$ cat config.mk
export PLATFORM = sky130hd
export DESIGN_NAME = lfc_accum
export DESIGN_NICKNAME = d
export VERILOG_FILES = /design/src/design/lfc_pkg.sv /design/src/design/lfc_accum.sv
export SDC_FILE = /design/constraint.sdc
export NUM_CORES = 1
export LEC_CHECK = 0
export BUFFER_PORTS_ARGS = -buffer_cell sky130_fd_sc_hd__buf_2
export CORE_MARGIN = 4
export CORE_UTILIZATION = 55
export DETAILED_ROUTE_END_ITERATION = 7
export GPL_TIMING_DRIVEN = 0
export PLACE_DENSITY = 0.79
export SETUP_SLACK_MARGIN = 0.05
export SKIP_LAST_GASP = 1
export SLEW_MARGIN = 10
export SYNTH_ARGS = -nofsm -noshare
export SYNTH_HDL_FRONTEND = slang
export SYNTH_SLANG_ARGS = --single-unit
$ cat constraint.sdc
create_clock -name clk_i -period 6.6 [get_ports clk_i]
set_clock_uncertainty 0.05 [all_clocks]
set_input_delay 0.99 -clock clk_i [delete_from_list [all_inputs] [get_ports clk_i]]
set_output_delay 0.99 -clock clk_i [all_outputs]
set_load 0.01 [all_outputs]
$ cat src/design/lfc_pkg.sv
// Package for the link frame checker: item types, result codes and constants.
`timescale 1ns / 1ps
package lfc_pkg;

  // Input item operation codes
  localparam logic OP_DATA = 1'b0;
  localparam logic OP_EOF  = 1'b1;

  // Frame kind codes
  typedef enum logic [2:0] {
    KIND_LINK_ACK = 3'd0,
    KIND_LINK_NAK = 3'd1,
    KIND_CSUM_ERR = 3'd2,
    KIND_APP_MSG  = 3'd3,
    KIND_VENDOR   = 3'd4
  } kind_e;

  // Link reply codes
  typedef enum logic [1:0] {
    REPLY_NONE = 2'd0,
    REPLY_ACK  = 2'd1,
    REPLY_NAK  = 2'd2
  } reply_e;

  // Header and checksum constants
  localparam logic [7:0] SUM_ONE_SEED = 8'hAA;
  localparam logic [8:0] SUM_MOD      = 9'd255;
  localparam logic [7:0] HDR_LINK_ACK = 8'h06;
  localparam logic [7:0] HDR_LINK_NAK = 8'h15;
  localparam logic [7:0] VENDOR_BASE  = 8'hF0;
  localparam logic [7:0] TYPE_HI_LINK = 8'h08;
  localparam logic [7:0] TYPE_LO_ACK1 = 8'h01;
  localparam logic [7:0] TYPE_LO_ACK2 = 8'h02;

  // Span compare: declared length plus the header and checksum bytes
  localparam int unsigned SpanW = 17;
  localparam logic [SpanW-1:0] LEN_EXTRA = 17'd6;

  // Input item
  typedef struct packed {
    logic       operation;
    logic [7:0] data_byte;
  } in_item_t;

  // Result item
  typedef struct packed {
    logic [2:0]  frame_kind;
    logic [1:0]  link_reply;
    logic [7:0]  type_high;
    logic [7:0]  type_low;
    logic [15:0] declared_length;
    logic [11:0] received_count;
  } out_item_t;

  // Running frame state shared between accumulator and classifier
  typedef struct packed {
    logic [7:0]      sum_one;
    logic [7:0]      sum_two;
    logic [3:0][7:0] hdr;
  } frame_t;

endpackage

$ cat src/design/lfc_accum.sv
// Frame accumulator: header capture, saturating byte count and Fletcher sums.
`timescale 1ns / 1ps
module lfc_accum #(
  parameter int unsigned MAX_FRAME_BYTES = 2048,
  parameter int unsigned CntW = $clog2(MAX_FRAME_BYTES + 1)
) (
  input  logic               clk_i,
  input  logic               rst_ni,
  input  logic               step_i,
  input  logic               clear_i,
  input  logic [7:0]         byte_i,
  output lfc_pkg::frame_t    frame_o,
  output logic [CntW-1:0]    count_o
);
  import lfc_pkg::*;

  frame_t            frame_q, frame_d;
  logic [CntW-1:0]   count_q, count_d;
  logic [SpanW-1:0]  span;
  logic              summed;
  logic [8:0]        s1_raw, s2_raw;
  logic [7:0]        s1_new, s2_new;

  // Checked span covers declared length plus six bytes
  assign span = {1'b0, frame_q.hdr[2], frame_q.hdr[3]} + LEN_EXTRA;

  // Mod-255 sums: each raw sum stays below 510, so one subtract suffices
  always_comb begin
    s1_raw = {1'b0, frame_q.sum_one} + {1'b0, byte_i};
    s1_new = (s1_raw >= SUM_MOD) ? 8'(s1_raw - SUM_MOD) : s1_raw[7:0];
    s2_raw = {1'b0, frame_q.sum_two} + {1'b0, s1_new};
    s2_new = (s2_raw >= SUM_MOD) ? 8'(s2_raw - SUM_MOD) : s2_raw[7:0];
  end

  // Next frame state
  always_comb begin
    frame_d = frame_q;
    count_d = count_q;
    summed  = 1'b0;
    if (clear_i) begin
      frame_d.sum_one = SUM_ONE_SEED;
      frame_d.sum_two = 8'h00;
      frame_d.hdr     = '0;
      count_d         = '0;
    end else if (step_i && (count_q < CntW'(MAX_FRAME_BYTES))) begin
      if (count_q < CntW'(4)) begin
        frame_d.hdr[count_q[1:0]] = byte_i;
        summed = 1'b1;
      end else begin
        summed = SpanW'(count_q) < span;
      end
      if (summed) begin
        frame_d.sum_one = s1_new;
        frame_d.sum_two = s2_new;
      end
      count_d = count_q + CntW'(1);
    end
  end

  always_ff @(posedge clk_i or negedge rst_ni) begin
    if (!rst_ni) begin
      frame_q.sum_one <= SUM_ONE_SEED;
      frame_q.sum_two <= 8'h00;
      frame_q.hdr     <= '0;
      count_q         <= '0;
    end else begin
      frame_q <= frame_d;
      count_q <= count_d;
    end
  end

  assign frame_o = frame_q;
  assign count_o = count_q;

endmodule

==> reports/metrics.yaml <==
critical_path:
  crit_arrival_ns: 6.04
  r2r_cells: 17
  end_kind: "flop"
  critPathLaunch: "byte_i[0]"
  r2r-start: "frame_o[40]"
  required_ns: 6.78
  crit_type: "input port to flop"
  slowest_stage: "fa_1"
  cp_slowest_stage_delay_ns: 0.48
  cp-start-kind: "input port"
  crit_path_cell_trace: "buf_2 -> ha_1 -> fa_1 -> a211oi_2 -> nor2_1 -> xnor2_1 -> nor4_4 -> a41oi_1 -> mux2_2 -> ha_1 -> fa_1 -> a211o_2 -> and2_4 -> or4_4 -> a31oi_4 -> a31oi_4 -> nand3b_1 -> a32o_1"
  cp_max_fo: 8
die:
  start_util_pct: 56.9
  rows: 31
  die_h_um: 94.9
  core-area_sq_mm: 0.00729
  fp.dieW_um: 94.9
  io_pins: 72
  dieArea_sq_mm: 0.00900
global_routing:
  grt_util_all_layers_pct: 24.7
  grt_start_max_net_pins: 61
  gr-total-overflow: 0
  grt_antenna_before_repair: 0
  grt_pass1_wl_mm: 17.3
  grt_pass1_vias: 3553
synthesis:
  avgSynthCellArea_sq_um: 9.88
  synth-seq-cells: 60
  synthTopCellsByCount: "56 x dfrtp_1, 42 x nor2_1, 35 x ha_1"
  synth_most_common_cell: "dfrtp_1"
  async_reset_ff_share_pct: 100
  synth_edf_count: 0
  synth_top_cell_by_area: "dfrtp_1"
  yosys_warnings: 0
  synthTopCellsByArea: "dfrtp_1 34%, ha_1 11%, a22o_1 6.1%"
  syn_inst: 420
  synth_nets: 469
  synthesis.area_sq_mm: 0.00415
  synthFlopType: "dfrtp_1"
  yosys.area.top_type_share_pct: 33.8
  ys_seq_area_share_pct: 36.3
  ys_types: 72
placed_design:
  dpl.hpwl_mm: 8.08
  portBuffers: 71
  place_congestion: 0.845
clock_tree:
  cts_resized: 0
  clockBufferDepth: 2
  numCtsBuffers: 9
  clkSinkCount: 60
  ctsHoldBuffers: 0
  h-tree-depth: 3
  clk_pin_slew_ns: 0.06
  ctsRootBufferMaster: "clkbuf_8"
  cts_tree: "yes"
  postCtsSetupBuffers: 0
  clkLatencyLatePin_ns: 0.34
hold_path:
  hold_start: "frame_o[4]"
  hold_depth: 1
  min_path_type: "flop to flop"
power:
  irDropWorstVdd_uv: 592
  powerDensity_mw_per_mm2: 525
  p_leak_nw: 2.36
final_layout:
  area_growth_pct: 16.0
  nets: 551
  diodes: 0
  drive_above_1_share_pct: 22.1
timing:
  period_needed_ns: 5.86
  hold_viol: 0
  finalSetupViolations: 0
  fin_setup_tns_ns: 0
  post-route-period-util_pct: 88.7
  max_freq_ghz: 0.171
  tightest_slew_ns: 0.764
  holdWs_ns: 0.448
  drv_slew: 0
  rsz0062_at_grt: "false"
  slew_headroom_pct: 49.1
route:
  wl_mm: 10.7
  avgRoutedWirePerCell_um: 17.6
  drt-vias-per-instance: 6.09
  remaining_drc_errors: 0
  vias: 3688
  ant_nets: 0
  dr.pass1.iters: 4
  drtIter0Drc: 227
outcome:
  status: "completed"
job:
  max_cap_viol_count: 0
[worst paths after layout]
path                          endpoint  slack, ns
setup / recovery           frame_o[34]       0.74
hold / removal              frame_o[4]       0.45
setup reg to reg           frame_o[34]       1.16
hold reg to reg             frame_o[4]       0.45
max in group asynchronous   count_o[4]       5.32
min in group asynchronous  frame_o[30]       0.66
[worst max-delay path, delay by kind of cell]
kind            cells  cell delay (ns)
simple gates        5             1.34
fa+ha+maj           4             1.43
compound gates      6             1.51
xor+xnor            1             0.25
mux                 1             0.34
buf+inv             1             0.16
[layer usage]
metal	share of wire, %	GRT usage, %	routed length, um
met1	45	32.4	4820
met4	2.2	9.38	240
met5	0	0	0
met2	47	41.4	4990
met3	6.0	3.27	645
[layout by cell type, fill, tap and decap left out, types with 5 or more instances in the layout]
cell type and n:
buf_2 71, dfrtp_1 56, nor2_1 42, ha_1 35, a22o_1 29, nand2_1 24, xor2_1 19, a21oi_1 15
nand3_1 14, o21ai_0 12, clkbuf_1 12, mux2i_1 12, clkbuf_8 12, a21o_1 11, xnor2_1 8, inv_1 8
nor3_1 7, a211oi_1 7, and3_1 6, or3_1 6, a31oi_1 6, nand4_1 5
[power by group]
group          switching (mW)  internal (mW)  total (mW)
Clock                   0.141          0.167       0.308
Combinational           0.988          0.743        1.73
Sequential             0.0540          0.432       0.486
Total                    1.18           1.34        2.53
[cells by family (layout without fill, tap and decap cells)]
family / after synthesis / in the layout / share of synthesized area (%)
compound gates: 121 / 121 / 22.8
xor+xnor: 28 / 28 / 6.09
fa+ha+maj: 37 / 37 / 11.5
buf+inv: 20 / 107 / 2.02
flops: 60 / 60 / 36.3
mux: 14 / 14 / 3.44
simple gates: 140 / 140 / 17.8
[layout make-up]
| type | count | area [sq um] |
|---|---|---|
| inverters | 8 | 30.0 |
| plain buffers | 12 | 53.8 |
| well taps | 99 | 124 |
| multi-input cells | 340 | 2560 |
| clock buffers | 15 | 176 |
| clock inverters | 1 | 5.00 |
| flip-flops and latches | 60 | 1510 |
| repair buffers | 71 | 358 |
| fillers | 612 | 2480 |
[state kept, by name, summed over array words and instances, names as in the netlist]
signal   count
count_o     12
frame_o     48
[through the flow]
stage / worst slack [ns] / instance area [sq um] / total power [mW] / cells / util (%)
after global routing: 0.446 / 4810 / 2.73 / 606 / 66.0
after floorplan: 1.07 / 4150 / 1.86 / 420 / -
after detailed placement: 0.450 / 4630 / 2.21 / 590 / 63.5
final: 0.744 / 4810 / 2.53 / 606 / 66.0
after CTS: 0.780 / 4810 / 2.52 / 606 / 66.0
after global placement: 0.598 / 4630 / 2.13 / 590 / 63.5
(Power assumes the default switching activity.)
